`src/sv/mrm_pkg.sv`:
```
package mrm_pkg;

	localparam int JOB_ENTRIES = 8;
	localparam int JOB_CNT_W   = 4;
	localparam int RX_CNT_W    = 4;
	localparam int PADDR_W     = 3;

	// register index, taken from paddr[2]
	localparam logic REG_SLAVE_ID = 1'b0;

	localparam logic [1:0] OP_HEADER = 2'd0;
	localparam logic [1:0] OP_DATA   = 2'd1;
	localparam logic [1:0] OP_RESP   = 2'd2;

	localparam logic [1:0] FK_READ   = 2'd0;
	localparam logic [1:0] FK_SINGLE = 2'd1;
	localparam logic [1:0] FK_MULTI  = 2'd2;
	localparam logic [1:0] FK_RSVD   = 2'd3;

	localparam logic [7:0] FC_READ_HOLDING = 8'h03;
	localparam logic [7:0] FC_WRITE_SINGLE = 8'h06;
	localparam logic [7:0] FC_WRITE_MULTI  = 8'h10;

	localparam logic [15:0] CRC_INIT = 16'hFFFF;
	localparam logic [15:0] CRC_POLY = 16'hA001;

	typedef enum logic [1:0] {
		EK_DATA,
		EK_CRC_LO,
		EK_CRC_HI,
		EK_VERDICT
	} entry_kind_t;

	typedef enum logic [2:0] {
		ST_OK,
		ST_ID_MISMATCH,
		ST_CRC_ERR,
		ST_CONTENT_MISMATCH,
		ST_BAD_REQ
	} status_t;

	// everything one input item hands to the emitter
	typedef struct packed {
		logic [JOB_CNT_W-1:0]               cnt;
		logic                               restart;
		entry_kind_t [JOB_ENTRIES-1:0]      ekind;
		logic [JOB_ENTRIES-1:0][7:0]        bytes;
		status_t                            status;
		logic [31:0]                        value;
	} job_t;

	function automatic logic [15:0] crc_step(input logic [15:0] c, input logic [7:0] b);
		logic [15:0] r;
		r = c ^ {8'h00, b};
		for (int i = 0; i < 8; i++) begin
			r = r[0] ? ((r >> 1) ^ CRC_POLY) : (r >> 1);
		end
		return r;
	endfunction

	function automatic logic [7:0] fcode(input logic [1:0] fk);
		logic [7:0] c;
		case (fk)
			FK_READ:   c = FC_READ_HOLDING;
			FK_SINGLE: c = FC_WRITE_SINGLE;
			default:   c = FC_WRITE_MULTI;
		endcase
		return c;
	endfunction

endpackage

```
`src/sv/mrm_cfg.sv`:
```
module mrm_cfg import mrm_pkg::*; (
	input  logic               clk,
	input  logic               arst_n,
	input  logic               psel,
	input  logic               penable,
	input  logic               pwrite,
	input  logic [PADDR_W-1:0] paddr,
	input  logic [31:0]        pwdata,
	output logic [31:0]        prdata,
	output logic               pready,
	output logic [7:0]         slave_id
);

	logic [7:0] slave_id_q;
	logic       wr_en;

	assign pready = 1'b1;
	assign wr_en  = psel && penable && pwrite && (paddr[2] == REG_SLAVE_ID);

	always_ff @(posedge clk or negedge arst_n) begin
		if (!arst_n) begin
			slave_id_q <= 8'd1;
		end else if (wr_en) begin
			slave_id_q <= pwdata[7:0];
		end
	end

	always_comb begin
		prdata = '0;
		if (paddr[2] == REG_SLAVE_ID) begin
			prdata = {24'h000000, slave_id_q};
		end
	end

	assign slave_id = slave_id_q;

endmodule

```
`src/sv/mrm_decode.sv`:
```
module mrm_decode import mrm_pkg::*; #(
	parameter int MAX_WRITE_WORDS = 10,
	parameter int RX_FRAME_BYTES  = 9
) (
	input  logic        clk,
	input  logic        arst_n,
	input  logic [7:0]  slave_id,
	input  logic        in_valid,
	output logic        in_ready,
	input  logic [1:0]  op,
	input  logic [1:0]  function_kind,
	input  logic [15:0] reg_address,
	input  logic [7:0]  quantity,
	input  logic [15:0] data_word,
	input  logic [7:0]  rx_byte,
	output logic        job_valid,
	input  logic        job_ready,
	output job_t        job
);

	localparam int WR_W  = $clog2(MAX_WRITE_WORDS + 1);
	localparam int RXI_W = $clog2(RX_FRAME_BYTES);
	localparam int VIEW_N = 7;

	logic        valid_s1;
	logic [1:0]  op_s1;
	logic [1:0]  fk_s1;
	logic [15:0] addr_s1;
	logic [7:0]  qty_s1;
	logic [15:0] word_s1;
	logic [7:0]  rxb_s1;

	logic [1:0]          pf_q, pf_nx;
	logic [15:0]         pa_q, pa_nx;
	logic [7:0]          pq_q, pq_nx;
	logic [WR_W-1:0]     wr_q, wr_nx;
	logic [15:0]         rx_crc_q, rx_crc_nx;
	logic [RX_CNT_W-1:0] rx_cnt_q, rx_cnt_nx;
	logic [15:0]         swv_q, swv_nx;
	logic [7:0]          rx_mem_q [RX_FRAME_BYTES];

	logic        take;
	logic        mem_we;
	logic        bad;
	logic [15:0] crc_b;
	logic [4:0]  cnt_b;
	logic [8:0]  expect_len;
	logic [7:0]  view [VIEW_N];
	logic        hdr_ok;

	assign take     = valid_s1 && ((job.cnt == '0) || job_ready);
	assign in_ready = !valid_s1 || take;
	assign job_valid = valid_s1 && (job.cnt != '0);

	always_ff @(posedge clk or negedge arst_n) begin
		if (!arst_n) begin
			valid_s1 <= 1'b0;
		end else if (in_ready) begin
			valid_s1 <= in_valid;
		end
	end

	always_ff @(posedge clk) begin
		if (in_ready && in_valid) begin
			op_s1   <= op;
			fk_s1   <= function_kind;
			addr_s1 <= reg_address;
			qty_s1  <= quantity;
			word_s1 <= data_word;
			rxb_s1  <= rx_byte;
		end
	end

	// response bytes seen so far, with the byte in hand forwarded
	always_comb begin
		for (int i = 0; i < VIEW_N; i++) begin
			view[i] = (rx_cnt_q == RX_CNT_W'(i)) ? rxb_s1 : rx_mem_q[i];
		end
	end

	assign bad = (fk_s1 == FK_RSVD) ||
		((fk_s1 == FK_READ) && ((qty_s1 < 8'd1) || (qty_s1 > 8'd2))) ||
		((fk_s1 == FK_MULTI) && ((qty_s1 < 8'd2) || (qty_s1 > 8'(MAX_WRITE_WORDS))));

	assign crc_b      = crc_step(rx_crc_q, rxb_s1);
	assign cnt_b      = 5'(rx_cnt_q) + 5'd1;
	assign expect_len = (pf_q == FK_READ) ? (9'd5 + {pq_q, 1'b0}) : 9'd8;
	assign hdr_ok     = (view[0] == slave_id) && (view[1] == fcode(pf_q));

	always_comb begin
		job       = '0;
		mem_we    = 1'b0;
		pf_nx     = pf_q;
		pa_nx     = pa_q;
		pq_nx     = pq_q;
		wr_nx     = wr_q;
		rx_crc_nx = rx_crc_q;
		rx_cnt_nx = rx_cnt_q;
		swv_nx    = swv_q;
		case (op_s1)
			OP_HEADER: begin
				if (bad) begin
					job.cnt      = JOB_CNT_W'(1);
					job.ekind[0] = EK_VERDICT;
					job.status   = ST_BAD_REQ;
				end else begin
					job.restart  = 1'b1;
					job.bytes[0] = slave_id;
					job.bytes[1] = fcode(fk_s1);
					job.bytes[2] = addr_s1[15:8];
					job.bytes[3] = addr_s1[7:0];
					pf_nx     = fk_s1;
					pa_nx     = addr_s1;
					pq_nx     = (fk_s1 == FK_SINGLE) ? 8'd1 : qty_s1;
					rx_cnt_nx = '0;
					rx_crc_nx = CRC_INIT;
					case (fk_s1)
						FK_SINGLE: begin
							job.cnt = JOB_CNT_W'(4);
							wr_nx   = WR_W'(1);
						end
						FK_READ: begin
							job.bytes[5] = qty_s1;
							job.ekind[6] = EK_CRC_LO;
							job.ekind[7] = EK_CRC_HI;
							job.cnt      = JOB_CNT_W'(8);
							wr_nx        = '0;
						end
						default: begin
							job.bytes[5] = qty_s1;
							job.bytes[6] = {qty_s1[6:0], 1'b0};
							job.cnt      = JOB_CNT_W'(7);
							wr_nx        = qty_s1[WR_W-1:0];
						end
					endcase
				end
			end
			OP_DATA: begin
				if (wr_q != '0) begin
					job.bytes[0] = word_s1[15:8];
					job.bytes[1] = word_s1[7:0];
					if (pf_q == FK_SINGLE) begin
						swv_nx = word_s1;
					end
					wr_nx = wr_q - WR_W'(1);
					if (wr_q == WR_W'(1)) begin
						job.ekind[2] = EK_CRC_LO;
						job.ekind[3] = EK_CRC_HI;
						job.cnt      = JOB_CNT_W'(4);
					end else begin
						job.cnt = JOB_CNT_W'(2);
					end
				end
			end
			OP_RESP: begin
				mem_we = (5'(rx_cnt_q) < 5'(RX_FRAME_BYTES));
				if ({4'b0000, cnt_b} >= expect_len) begin
					job.cnt      = JOB_CNT_W'(1);
					job.ekind[0] = EK_VERDICT;
					rx_cnt_nx    = '0;
					rx_crc_nx    = CRC_INIT;
					if (!hdr_ok) begin
						job.status = ST_ID_MISMATCH;
					end else if (crc_b != 16'h0000) begin
						job.status = ST_CRC_ERR;
					end else if (pf_q == FK_READ) begin
						if (((pq_q == 8'd1) || (pq_q == 8'd2)) &&
						    (view[2] == {pq_q[6:0], 1'b0})) begin
							job.status = ST_OK;
							job.value  = (pq_q == 8'd1) ? {16'h0000, view[3], view[4]} :
							             {view[5], view[6], view[3], view[4]};
						end else begin
							job.status = ST_CONTENT_MISMATCH;
						end
					end else if (pf_q == FK_SINGLE) begin
						job.status = ({view[2], view[3], view[4], view[5]} == {pa_q, swv_q}) ?
						             ST_OK : ST_CONTENT_MISMATCH;
					end else begin
						job.status = ({view[2], view[3], view[4], view[5]} ==
						              {pa_q, 8'h00, pq_q}) ? ST_OK : ST_CONTENT_MISMATCH;
					end
				end else begin
					rx_cnt_nx = cnt_b[RX_CNT_W-1:0];
					rx_crc_nx = crc_b;
				end
			end
			default: begin
				job = '0;
			end
		endcase
	end

	always_ff @(posedge clk or negedge arst_n) begin
		if (!arst_n) begin
			pf_q     <= FK_READ;
			pa_q     <= '0;
			pq_q     <= '0;
			wr_q     <= '0;
			rx_crc_q <= CRC_INIT;
			rx_cnt_q <= '0;
			swv_q    <= '0;
		end else if (take) begin
			pf_q     <= pf_nx;
			pa_q     <= pa_nx;
			pq_q     <= pq_nx;
			wr_q     <= wr_nx;
			rx_crc_q <= rx_crc_nx;
			rx_cnt_q <= rx_cnt_nx;
			swv_q    <= swv_nx;
		end
	end

	always_ff @(posedge clk) begin
		if (take && mem_we) begin
			rx_mem_q[rx_cnt_q[RXI_W-1:0]] <= rxb_s1;
		end
	end

	a_rx_cnt_bound: assert property (@(posedge clk) disable iff (!arst_n)
		rx_cnt_q <= RX_CNT_W'(8))
		else $error("response count ran past the longest frame");

	a_pf_valid: assert property (@(posedge clk) disable iff (!arst_n)
		pf_q != FK_RSVD)
		else $error("reserved function latched as pending");

	a_read_qty: assert property (@(posedge clk) disable iff (!arst_n)
		(pf_q == FK_READ) |-> (pq_q <= 8'd2))
		else $error("pending read quantity out of range");

	a_wr_bound: assert property (@(posedge clk) disable iff (!arst_n)
		take && (op_s1 == OP_DATA) && (wr_q == '0) |-> (job.cnt == '0))
		else $error("unexpected data word produced bytes");

endmodule

```
`src/sv/mrm_emit.sv`:
```
module mrm_emit import mrm_pkg::*; (
	input  logic               clk,
	input  logic               arst_n,
	input  logic               job_valid,
	output logic               job_ready,
	input  job_t               job,
	output logic               out_valid,
	input  logic               out_ready,
	output logic               kind,
	output logic [7:0]         tx_byte,
	output logic               frame_last,
	output logic [2:0]         status,
	output logic signed [31:0] read_value
);

	job_t                 job_q;
	logic [JOB_CNT_W-1:0] idx_q;
	logic [15:0]          tx_crc_q;

	logic        out_valid_q;
	logic        kind_q;
	logic [7:0]  tx_byte_q;
	logic        frame_last_q;
	status_t     status_q;
	logic [31:0] read_value_q;

	logic        busy;
	logic        slot_free;
	logic        emit;
	logic        last_emit;
	logic        load;
	entry_kind_t ek;
	logic [15:0] base;
	logic [15:0] crc_nx;
	logic        e_kind;
	logic [7:0]  e_byte;
	logic        e_last;
	status_t     e_status;
	logic [31:0] e_value;

	assign busy      = idx_q != job_q.cnt;
	assign slot_free = !out_valid_q || out_ready;
	assign emit      = busy && slot_free;
	assign last_emit = emit && (idx_q == (job_q.cnt - JOB_CNT_W'(1)));
	assign job_ready = !busy || last_emit;
	assign load      = job_valid && job_ready;

	assign ek   = job_q.ekind[idx_q[2:0]];
	// a new request frame starts its CRC over
	assign base = ((idx_q == '0) && job_q.restart) ? CRC_INIT : tx_crc_q;

	always_comb begin
		e_kind   = 1'b0;
		e_byte   = '0;
		e_last   = 1'b0;
		e_status = ST_OK;
		e_value  = '0;
		crc_nx   = base;
		case (ek)
			EK_DATA: begin
				e_byte = job_q.bytes[idx_q[2:0]];
				crc_nx = crc_step(base, job_q.bytes[idx_q[2:0]]);
			end
			EK_CRC_LO: begin
				e_byte = base[7:0];
			end
			EK_CRC_HI: begin
				e_byte = base[15:8];
				e_last = 1'b1;
				crc_nx = CRC_INIT;
			end
			default: begin
				e_kind   = 1'b1;
				e_status = job_q.status;
				e_value  = job_q.value;
			end
		endcase
	end

	always_ff @(posedge clk or negedge arst_n) begin
		if (!arst_n) begin
			job_q       <= '0;
			idx_q       <= '0;
			tx_crc_q    <= CRC_INIT;
			out_valid_q <= 1'b0;
		end else begin
			if (slot_free) begin
				out_valid_q <= emit;
			end
			if (emit) begin
				tx_crc_q <= crc_nx;
			end
			if (load) begin
				job_q <= job;
				idx_q <= '0;
			end else if (emit) begin
				idx_q <= idx_q + JOB_CNT_W'(1);
			end
		end
	end

	always_ff @(posedge clk) begin
		if (emit) begin
			kind_q       <= e_kind;
			tx_byte_q    <= e_byte;
			frame_last_q <= e_last;
			status_q     <= e_status;
			read_value_q <= e_value;
		end
	end

	assign out_valid  = out_valid_q;
	assign kind       = kind_q;
	assign tx_byte    = tx_byte_q;
	assign frame_last = frame_last_q;
	assign status     = status_q;
	assign read_value = read_value_q;

	a_idx_bound: assert property (@(posedge clk) disable iff (!arst_n)
		idx_q <= job_q.cnt)
		else $error("emit index past job length");

	a_crc_restart: assert property (@(posedge clk) disable iff (!arst_n)
		emit && (ek == EK_CRC_HI) |=> (tx_crc_q == CRC_INIT))
		else $error("tx CRC not reinitialized after frame end");

	a_verdict_clean: assert property (@(posedge clk) disable iff (!arst_n)
		out_valid_q && kind_q |-> (tx_byte_q == 8'h00) && !frame_last_q)
		else $error("verdict carries transmit fields");

endmodule

```
`src/sv/modbus_rtu_master_framer.sv`:
```
// Flow: an accepted item is registered in decode, then buffered as a job in the emitter,
// whose results are registered at the output; an earlier job still draining delays it.
// The emitter walks a buffered job one result per cycle unless out_ready stalls it,
// running the tx CRC. An item has 1 to 8 results; one with none skips the emitter.
// Reset (arst_n low, asynchronous): pipeline empty, slave_id 1, CRCs 0xFFFF,
// no request pending; response byte store is not cleared.
module modbus_rtu_master_framer import mrm_pkg::*; #(
	parameter int MAX_WRITE_WORDS = 10,
	parameter int RX_FRAME_BYTES  = 9
) (
	input  logic               clk,
	input  logic               arst_n,
	input  logic               psel,
	input  logic               penable,
	input  logic               pwrite,
	input  logic [PADDR_W-1:0] paddr,
	input  logic [31:0]        pwdata,
	output logic [31:0]        prdata,
	output logic               pready,
	input  logic               in_valid,
	output logic               in_ready,
	input  logic [1:0]         op,
	input  logic [1:0]         function_kind,
	input  logic [15:0]        reg_address,
	input  logic [7:0]         quantity,
	input  logic [15:0]        data_word,
	input  logic [7:0]         rx_byte,
	output logic               out_valid,
	input  logic               out_ready,
	output logic               kind,
	output logic [7:0]         tx_byte,
	output logic               frame_last,
	output logic [2:0]         status,
	output logic signed [31:0] read_value
);

	logic [7:0] slave_id;
	logic       job_valid;
	logic       job_ready;
	job_t       job;

	mrm_cfg u_cfg (
		.clk      (clk),
		.arst_n   (arst_n),
		.psel     (psel),
		.penable  (penable),
		.pwrite   (pwrite),
		.paddr    (paddr),
		.pwdata   (pwdata),
		.prdata   (prdata),
		.pready   (pready),
		.slave_id (slave_id)
	);

	mrm_decode #(
		.MAX_WRITE_WORDS (MAX_WRITE_WORDS),
		.RX_FRAME_BYTES  (RX_FRAME_BYTES)
	) u_decode (
		.clk           (clk),
		.arst_n        (arst_n),
		.slave_id      (slave_id),
		.in_valid      (in_valid),
		.in_ready      (in_ready),
		.op            (op),
		.function_kind (function_kind),
		.reg_address   (reg_address),
		.quantity      (quantity),
		.data_word     (data_word),
		.rx_byte       (rx_byte),
		.job_valid     (job_valid),
		.job_ready     (job_ready),
		.job           (job)
	);

	mrm_emit u_emit (
		.clk        (clk),
		.arst_n     (arst_n),
		.job_valid  (job_valid),
		.job_ready  (job_ready),
		.job        (job),
		.out_valid  (out_valid),
		.out_ready  (out_ready),
		.kind       (kind),
		.tx_byte    (tx_byte),
		.frame_last (frame_last),
		.status     (status),
		.read_value (read_value)
	);

endmodule
```
`config.mk`:
```
export PLATFORM = sky130hd
export DESIGN_NAME = modbus_rtu_master_framer
export DESIGN_NICKNAME = d
export VERILOG_FILES = /design/src/sv/mrm_pkg.sv /design/src/sv/mrm_cfg.sv /design/src/sv/mrm_decode.sv /design/src/sv/mrm_emit.sv /design/src/sv/modbus_rtu_master_framer.sv
export SDC_FILE = /design/constraint.sdc
export NUM_CORES = 1
export LEC_CHECK = 0
export ABC_CLOCK_PERIOD_IN_PS = 5500
export BUFFER_PORTS_ARGS = -buffer_cell sky130_fd_sc_hd__buf_4
export CORE_MARGIN = 2
export CORE_UTILIZATION = 50
export CTS_CLUSTER_SIZE = 30
export DETAILED_ROUTE_END_ITERATION = 16
export PLACE_DENSITY_LB_ADDON = 0.1
export SYNTH_ARGS = -nofsm -noshare
export SYNTH_HDL_FRONTEND = slang
export SYNTH_SLANG_ARGS = --single-unit
```
`constraint.sdc`:
```
create_clock -name clk -period 5.5 [get_ports clk]
set_input_delay 1.1 -clock clk [delete_from_list [all_inputs] [get_ports clk]]
set_output_delay 1.1 -clock clk [all_outputs]
set_load 0.02 [all_outputs]
```
==> impl_metrics.py, run 1 <==
metrics = {
    "worst_setup_path": {
        "critPathMaxStageDelay_ns": 0.49,
        "critical-path-top-delay-family": "compound AO/OA/AOI/OAI gates",
        "path_common_cell": "a21o_1",
        "cp_data_arrival_time_ns": 3.48,
        "critPathKind": "register to primary output",
        "cp_max_fo": 8,
        "r2r_setup_slack_ns": 1.11,
        "cp-start-kind": "register",
        "rr_endpoint": "u_decode.rx_mem_q[3][3]",
        "reg2reg_from": "u_decode.pf_q[1]",
        "cp-end-kind": "primary output",
        "r2r_cells": 11,
        "crit_slowest_cell": "dfrtp_1",
        "path_cells": "nor2_1, ha_1, nand2b_1, a21o_1, a21o_1, a21o_1, a21o_1, a311o_1, nand3_1, buf_4",
        "crit_buf_inv": 1,
        "required_ns": 4.40,
    },
    "clocking": {
        "clock_latency_ns": 0.52,
        "cts_buffers": 38,
        "cts_max_level": 2,
        "ctsHoldBuffers": 0,
        "cts_tree": "built",
        "root_buffer": "clkbuf_16",
        "clkSinkCount": 339,
        "cts_max_path_buffers": 3,
        "cts_resized": 0,
        "post_cts_buffers": 0,
        "clk_pin_slew_ns": 0.06,
    },
    "outcome": {
        "status": "finished clean",
    },
    "route": {
        "detail_route.wl_per_cell_um": 19.8,
        "first_iter_violations": 635,
        "num_vias": 9882,
        "via_per_inst": 5.47,
        "drtPass1Iterations": 5,
        "ant_nets": 0,
        "wl_mm": 35.8,
        "drcViolationCount": 0,
    },
    "final_layout": {
        "syn2layout_area_growth_pct": 16.3,
        "nets": 1493,
        "stdcell_count": 1808,
        "antenna_cells": 0,
        "fin_area_mm2": 0.0180,
        "fin_util_pct": 58.8,
        "drive_gt1_share_pct": 21.2,
    },
    "floorplanning": {
        "die_y_um": 180,
        "num_io_pins": 174,
        "num_rows": 64,
        "core-area_mm2": 0.0305,
        "die-area_mm2": 0.0323,
        "start_util_pct": 50.6,
        "fp.dieW_um": 180,
    },
    "timing": {
        "finalSetupViolCount": 0,
        "period_share_pct": 83.2,
        "max_slew_margin_pct": 28.9,
        "drv_slew": 0,
        "final.setup.tns_ns": 0,
        "worst_pin_slew_ns": 1.07,
        "hold_viol_final": 0,
        "fin_skew_ns": 0.0185,
        "min_period_ns": 4.58,
        "fmax_ghz": 0.219,
        "rsz0062_at_grt": "no",
    },
    "global_routing": {
        "gr-total-overflow": 0,
        "grt_use_total_pct": 22.2,
        "grt_pass1_vias": 9750,
        "grt_max_degree": 105,
        "grt_first_pass_wirelength_mm": 56.2,
        "antenna_found_initial": 0,
    },
    "synthesis": {
        "netlist_instances": 1256,
        "yosysSeqAreaShare_pct": 60.2,
        "ys.flop_type": "edfxtp_1",
        "ys_warn_count": 0,
        "synth_edf_count": 153,
        "syn_avg_cell_area_um2": 12.3,
        "synth-seq-cells": 339,
        "async_flop_share_pct": 54.9,
        "mappedNetlistArea_mm2": 0.0154,
        "ys_types": 75,
    },
    "placed_design": {
        "placed_cells": 1738,
        "io_buffers": 122,
        "hpwl_mm": 24.9,
        "place.gp.congestion": 0.866,
        "dpl_cell_area_mm2": 0.0167,
    },
    "hold_path": {
        "hold_path_class": "register to register",
        "min_from": "u_emit.job_q[75]",
        "hold_end": "u_emit.job_q[75]",
        "min_path_cells": 2,
    },
    "job": {
        "max_cap_violations": 0,
    },
    "power": {
        "power_switching_w": 0.00384,
        "vdd_drop_max_uv": 328,
        "p_int_w": 0.00691,
        "power.leakage_nw": 7.67,
        "power_frac_seq_pct": 37.9,
        "swShare_pct": 35.7,
        "combPwrFrac_pct": 39.0,
        "p_clk_share_pct": 23.1,
        "finalPower_w": 0.0107,
        "p_per_area_mw_per_mm2": 599,
    },
}
cell usage after synthesis (28+ instances only):
cell | instances | area share [%]
xnor2_1 | 70 | 4.0
mux2i_1 | 59 | 3.8
a21oi_1 | 33 | 1.1
mux2_2 | 41 | 3.0
dfrtp_1 | 153 | 25
nor2_1 | 87 | 2.1
dfstp_2 | 33 | 5.6
o21ai_0 | 54 | 1.8
nand3_1 | 37 | 1.2
clkbuf_1 | 37 | 0.90
and2_1 | 46 | 1.9
buf_4 | 28 | 1.4
xor2_1 | 43 | 2.4
edfxtp_1 | 153 | 30
nand2_1 | 104 | 2.5
final cells by class:
cell class                 count  area [um^2]
clock inverter                18          153
clock buffer                  52         1080
fill                        2476        12600
sequential                   339         9290
tap                          396          495
multi-input combinational    831         5710
inverter                      23         86.3
timing repair buffer         149         1130
metal layers:
| layer | wire length [um] | GRT usage, % |
|---|---|---|
| met2 | 16000 | 33.8 |
| met1 | 17100 | 33.3 |
| met4 | 932 | 6.47 |
| met3 | 1730 | 3.40 |
| met5 | 0 | 0 |
registers in the layout, indices dropped and copies added (netlist names), 2 cells and up:
register	count
u_emit.read_value	32
u_decode.rxb_s1	8
u_emit.status	3
u_cfg.slave_id	8
u_decode.addr_s1	16
u_decode.pa_q	16
u_emit.tx_crc_q	16
u_decode.rx_mem_q	56
u_decode.op_s1	2
u_decode.rx_cnt_q	4
u_decode.word_s1	16
u_decode.swv_q	16
u_decode.wr_q	4
u_decode.fk_s1	2
u_emit.idx_q	4
u_decode.pf_q	2
u_emit.tx_byte	8
u_decode.pq_q	8
u_decode.qty_s1	8
u_decode.rx_crc_q	16
u_emit.job_q	90
worst max path at each step:
stage          slack (ns)  cells past startpoint                 endpoint             start
2_1_floorplan        1.15                      5      u_emit.tx_crc_q[14]         out_ready
3_3_place_gp         1.22                     11  u_decode.rx_mem_q[3][7]  u_decode.pf_q[1]
3_5_place_dp         1.13                     11  u_decode.rx_mem_q[3][0]  u_decode.pf_q[1]
4_1_cts              0.93                     10                 in_ready  u_decode.pf_q[1]
5_1_grt              0.78                     10                 in_ready  u_decode.pf_q[1]
6_report             0.92                     10                 in_ready  u_decode.pf_q[1]
worst reg2reg max path, cell delays in order, from the launching register on:
cell	delay [ns]
dfrtp_1	0.49
nor2_1	0.49
ha_1	0.32
nand2b_1	0.14
a21o_1	0.17
a21o_1	0.17
a21o_1	0.17
a21o_1	0.23
a311o_1	0.43
nand2_1	0.13
nand3_1	0.36
nor3_1	0.92
per-stage QoR:
step                      worst slack, ns  hold WS (ns)
after global routing                0.779         0.484
after detailed placement             1.13         0.451
after global placement               1.22         0.448
after floorplan                      1.15         0.433
after CTS                           0.932         0.465
final                               0.924         0.462
placed cells by master, fill, tap and decap left out, types with 5 or more instances in the layout:
cell and n:
dfrtp_1 153, edfxtp_1 153, buf_4 147, nand2_1 103, nor2_1 86, xnor2_1 70, mux2i_1 59, o21ai_0 54
and2_1 45, xor2_1 43, mux2_2 41, clkbuf_16 41, nand3_1 37, dfstp_2 33, a21oi_1 32, conb_1 25
inv_1 21, nor2b_1 21, nor3_1 21, o22a_1 19, ha_1 17, a22o_1 15, o21ai_1 13, nor4_1 12
nand4_1 11, a221oi_1 10, clkbuf_1 10, clkinv_1 10, and3_1 6, mux4_2 5, nand3b_1 5, nand2b_1 5
a21o_1 5, clkinv_2 5
power by group through the flow:
stage | Combinational, W | Clock (W) | Sequential [W]
after floorplan | 0.00307 | 0 | 0.00407
after global placement | 0.00414 | 0 | 0.00410
after detailed placement | 0.00421 | 0 | 0.00411
after CTS | 0.00423 | 0.00252 | 0.00407
after global routing | 0.00461 | 0.00263 | 0.00415
final | 0.00419 | 0.00248 | 0.00407
cells by family (layout without fill, tap and decap cells):
family / Yosys count / after routing / share of synthesized area (%)
and+or+nand+nor: 370 / 370 / 11.7
DFF: 339 / 339 / 60.2
AOI/OAI and AO/OA: 192 / 192 / 8.26
xor gates and xnor gates: 117 / 117 / 6.87
muxes: 110 / 110 / 7.98
buffers and inverters: 109 / 242 / 3.65
adders and majority gates: 17 / 17 / 1.38
other: 2 / 25 / 0.0486
Power figures use the tool's default switching activity.
==> inputs of run 2 (changes only) <==
- ABC_CLOCK_PERIOD_IN_PS: 5500 -> 4700
- clock period: 5.5 -> 4.7 ns (I/O delays scaled with it)
==> run 2 against run 1 <==
Effect of this change: critical path depth is the same; cell count rose by 0.28%; clock skew shrank 0.0031 ns; register-to-register slack worse by 0.26 ns; utilization is essentially flat; total power increased by 17%; first-iteration DRC count increased by 39%; wire length rose by 1.2%; via count grew 1.3%; die area unchanged; non-clock buffer count is 6 higher; sequential power rose by 17%; critical endpoint unchanged; largest power group unchanged.
==> impl_metrics.py, run 2 (synthesis gave the netlist of run 1 again) <==
metrics = {
    "outcome": {
        "status": "finished clean",
    },
    "clocking": {
        "root_buffer": "clkbuf_16",
        "clkSinkCount": 339,
        "cts_max_level": 2,
        "clock_latency_ns": 0.52,
        "cts_max_path_buffers": 3,
        "cts_resized": 0,
        "clk_pin_slew_ns": 0.06,
        "cts_buffers": 38,
        "ctsHoldBuffers": 0,
        "post_cts_buffers": 0,
        "cts_tree": "built",
    },
    "timing": {
        "rsz0062_at_grt": "no",
        "hold_viol_final": 0,
        "max_slew_margin_pct": 23.0,
        "worst_pin_slew_ns": 1.15,
        "min_period_ns": 4.12,
        "fin_skew_ns": 0.0154,
        "finalSetupViolCount": 0,
        "fmax_ghz": 0.243,
        "period_share_pct": 87.6,
        "final.setup.tns_ns": 0,
        "drv_slew": 0,
    },
    "placed_design": {
        "hpwl_mm": 25.3,
        "placed_cells": 1744,
        "place.gp.congestion": 0.886,
        "io_buffers": 122,
    },
    "route": {
        "num_vias": 10000,
        "wl_mm": 36.2,
        "first_iter_violations": 885,
        "ant_nets": 0,
        "via_per_inst": 5.52,
        "drcViolationCount": 0,
        "detail_route.wl_per_cell_um": 20.0,
        "drtPass1Iterations": 7,
    },
    "floorplanning": {
        "die_y_um": 180,
        "core-area_mm2": 0.0305,
        "num_io_pins": 174,
        "num_rows": 64,
        "die-area_mm2": 0.0323,
        "fp.dieW_um": 180,
        "start_util_pct": 50.6,
    },
    "worst_setup_path": {
        "critical-path-top-delay-family": "compound AO/OA/AOI/OAI gates",
        "cp-end-kind": "primary output",
        "crit_slowest_cell": "dfrtp_1",
        "critPathKind": "register to primary output",
        "path_common_cell": "a21o_1",
        "critPathMaxStageDelay_ns": 0.43,
        "cp_data_arrival_time_ns": 3.18,
        "crit_buf_inv": 2,
        "cp_max_fo": 5,
        "required_ns": 3.76,
        "path_cells": "inv_1, ha_1, ha_1, a21o_1, a21o_1, a21o_1, a21o_1, a311o_1, nand3_1, buf_4",
        "cp-start-kind": "register",
    },
    "global_routing": {
        "antenna_found_initial": 0,
        "grt_max_degree": 110,
        "grt_use_total_pct": 22.5,
        "gr-total-overflow": 0,
        "grt_pass1_vias": 9857,
        "grt_first_pass_wirelength_mm": 57.0,
    },
    "hold_path": {
        "hold_path_class": "primary input to asynchronous set/reset pin",
    },
    "power": {
        "vdd_drop_max_uv": 419,
        "p_per_area_mw_per_mm2": 698,
        "power.leakage_nw": 7.67,
    },
    "final_layout": {
        "fin_util_pct": 58.9,
        "top_register": "u_emit.job_q",
        "antenna_cells": 0,
        "layout_common_cells": "153 x dfrtp_1, 153 x edfxtp_1, 151 x buf_4",
        "drive_gt1_share_pct": 21.5,
        "largest_register_ffs": 90,
        "syn2layout_area_growth_pct": 16.3,
        "nets": 1499,
        "stdcell_count": 1813,
    },
    "job": {
        "max_cap_violations": 0,
    },
}
-- run 2: metrics by stage --
step	worst slack, ns	area, um^2	total power [W]	hold slack [ns]
5_1_grt	0.374	18000	0.0133	0.351
3_5_place_dp	0.893	16800	0.00979	0.450
6_report	0.581	18000	0.0125	0.334
3_3_place_gp	0.915	16800	0.00967	0.446
2_1_floorplan	0.507	15500	0.00836	0.433
4_1_cts	0.577	18000	0.0126	0.332
-- run 2: metal layers --
metal / vias to the layer above / share of wire (%) / global-route usage, % / wire length, um
li1: 4691 / - / - / -
met1: 4971 / 48 / 34.1 / 17200
met2: 292 / 45 / 34.1 / 16300
met3: 54 / 5.1 / 3.53 / 1850
met4: 0 / 2.4 / 5.92 / 853
met5: - / 0 / 0 / 0
-- run 2: final timing paths --
check | from | end | slack (ns) | depth (start not counted)
setup / recovery | u_decode.rx_cnt_q[0] | in_ready | 0.58 | 10
hold / removal | arst_n | u_decode.rx_cnt_q[3] | 0.33 | 1
setup reg to reg | u_decode.rx_cnt_q[0] | u_decode.rx_mem_q[2][5] | 0.85 | 11
hold reg to reg | u_emit.job_q[53] | u_emit.job_q[53] | 0.46 | 2
max in group asynchronous | arst_n | u_cfg.slave_id[3] | 3.43 | 2
min in group clk | u_emit.job_q[53] | u_emit.job_q[53] | 0.46 | 2
-- run 2: power breakdown --
part           internal [W]  total (W)  switching (W)
Clock               0.00163    0.00279        0.00116
Combinational       0.00221    0.00498        0.00277
Sequential          0.00414    0.00477       0.000630
-- run 2: worst reg2reg max path, cell delays in order (launching register included) --
cell     delay (ns)
dfrtp_1        0.43
inv_1          0.12
ha_1           0.33
ha_1           0.30
a21o_1         0.16
a21o_1         0.17
a21o_1         0.17
a21o_1         0.22
a311o_1        0.41
nand2_1        0.12
nand3_1        0.35
nor2b_1        0.68
-- run 2: area by class of cell --
cell class | instances | area [um^2]
fillers | 2522 | 12500
clock buffers | 53 | 1060
well taps | 396 | 495
repair buffers | 155 | 1200
multi-input cells | 831 | 5710
flip-flops and latches | 339 | 9290
clock inverters | 16 | 111
inverters | 23 | 86.3
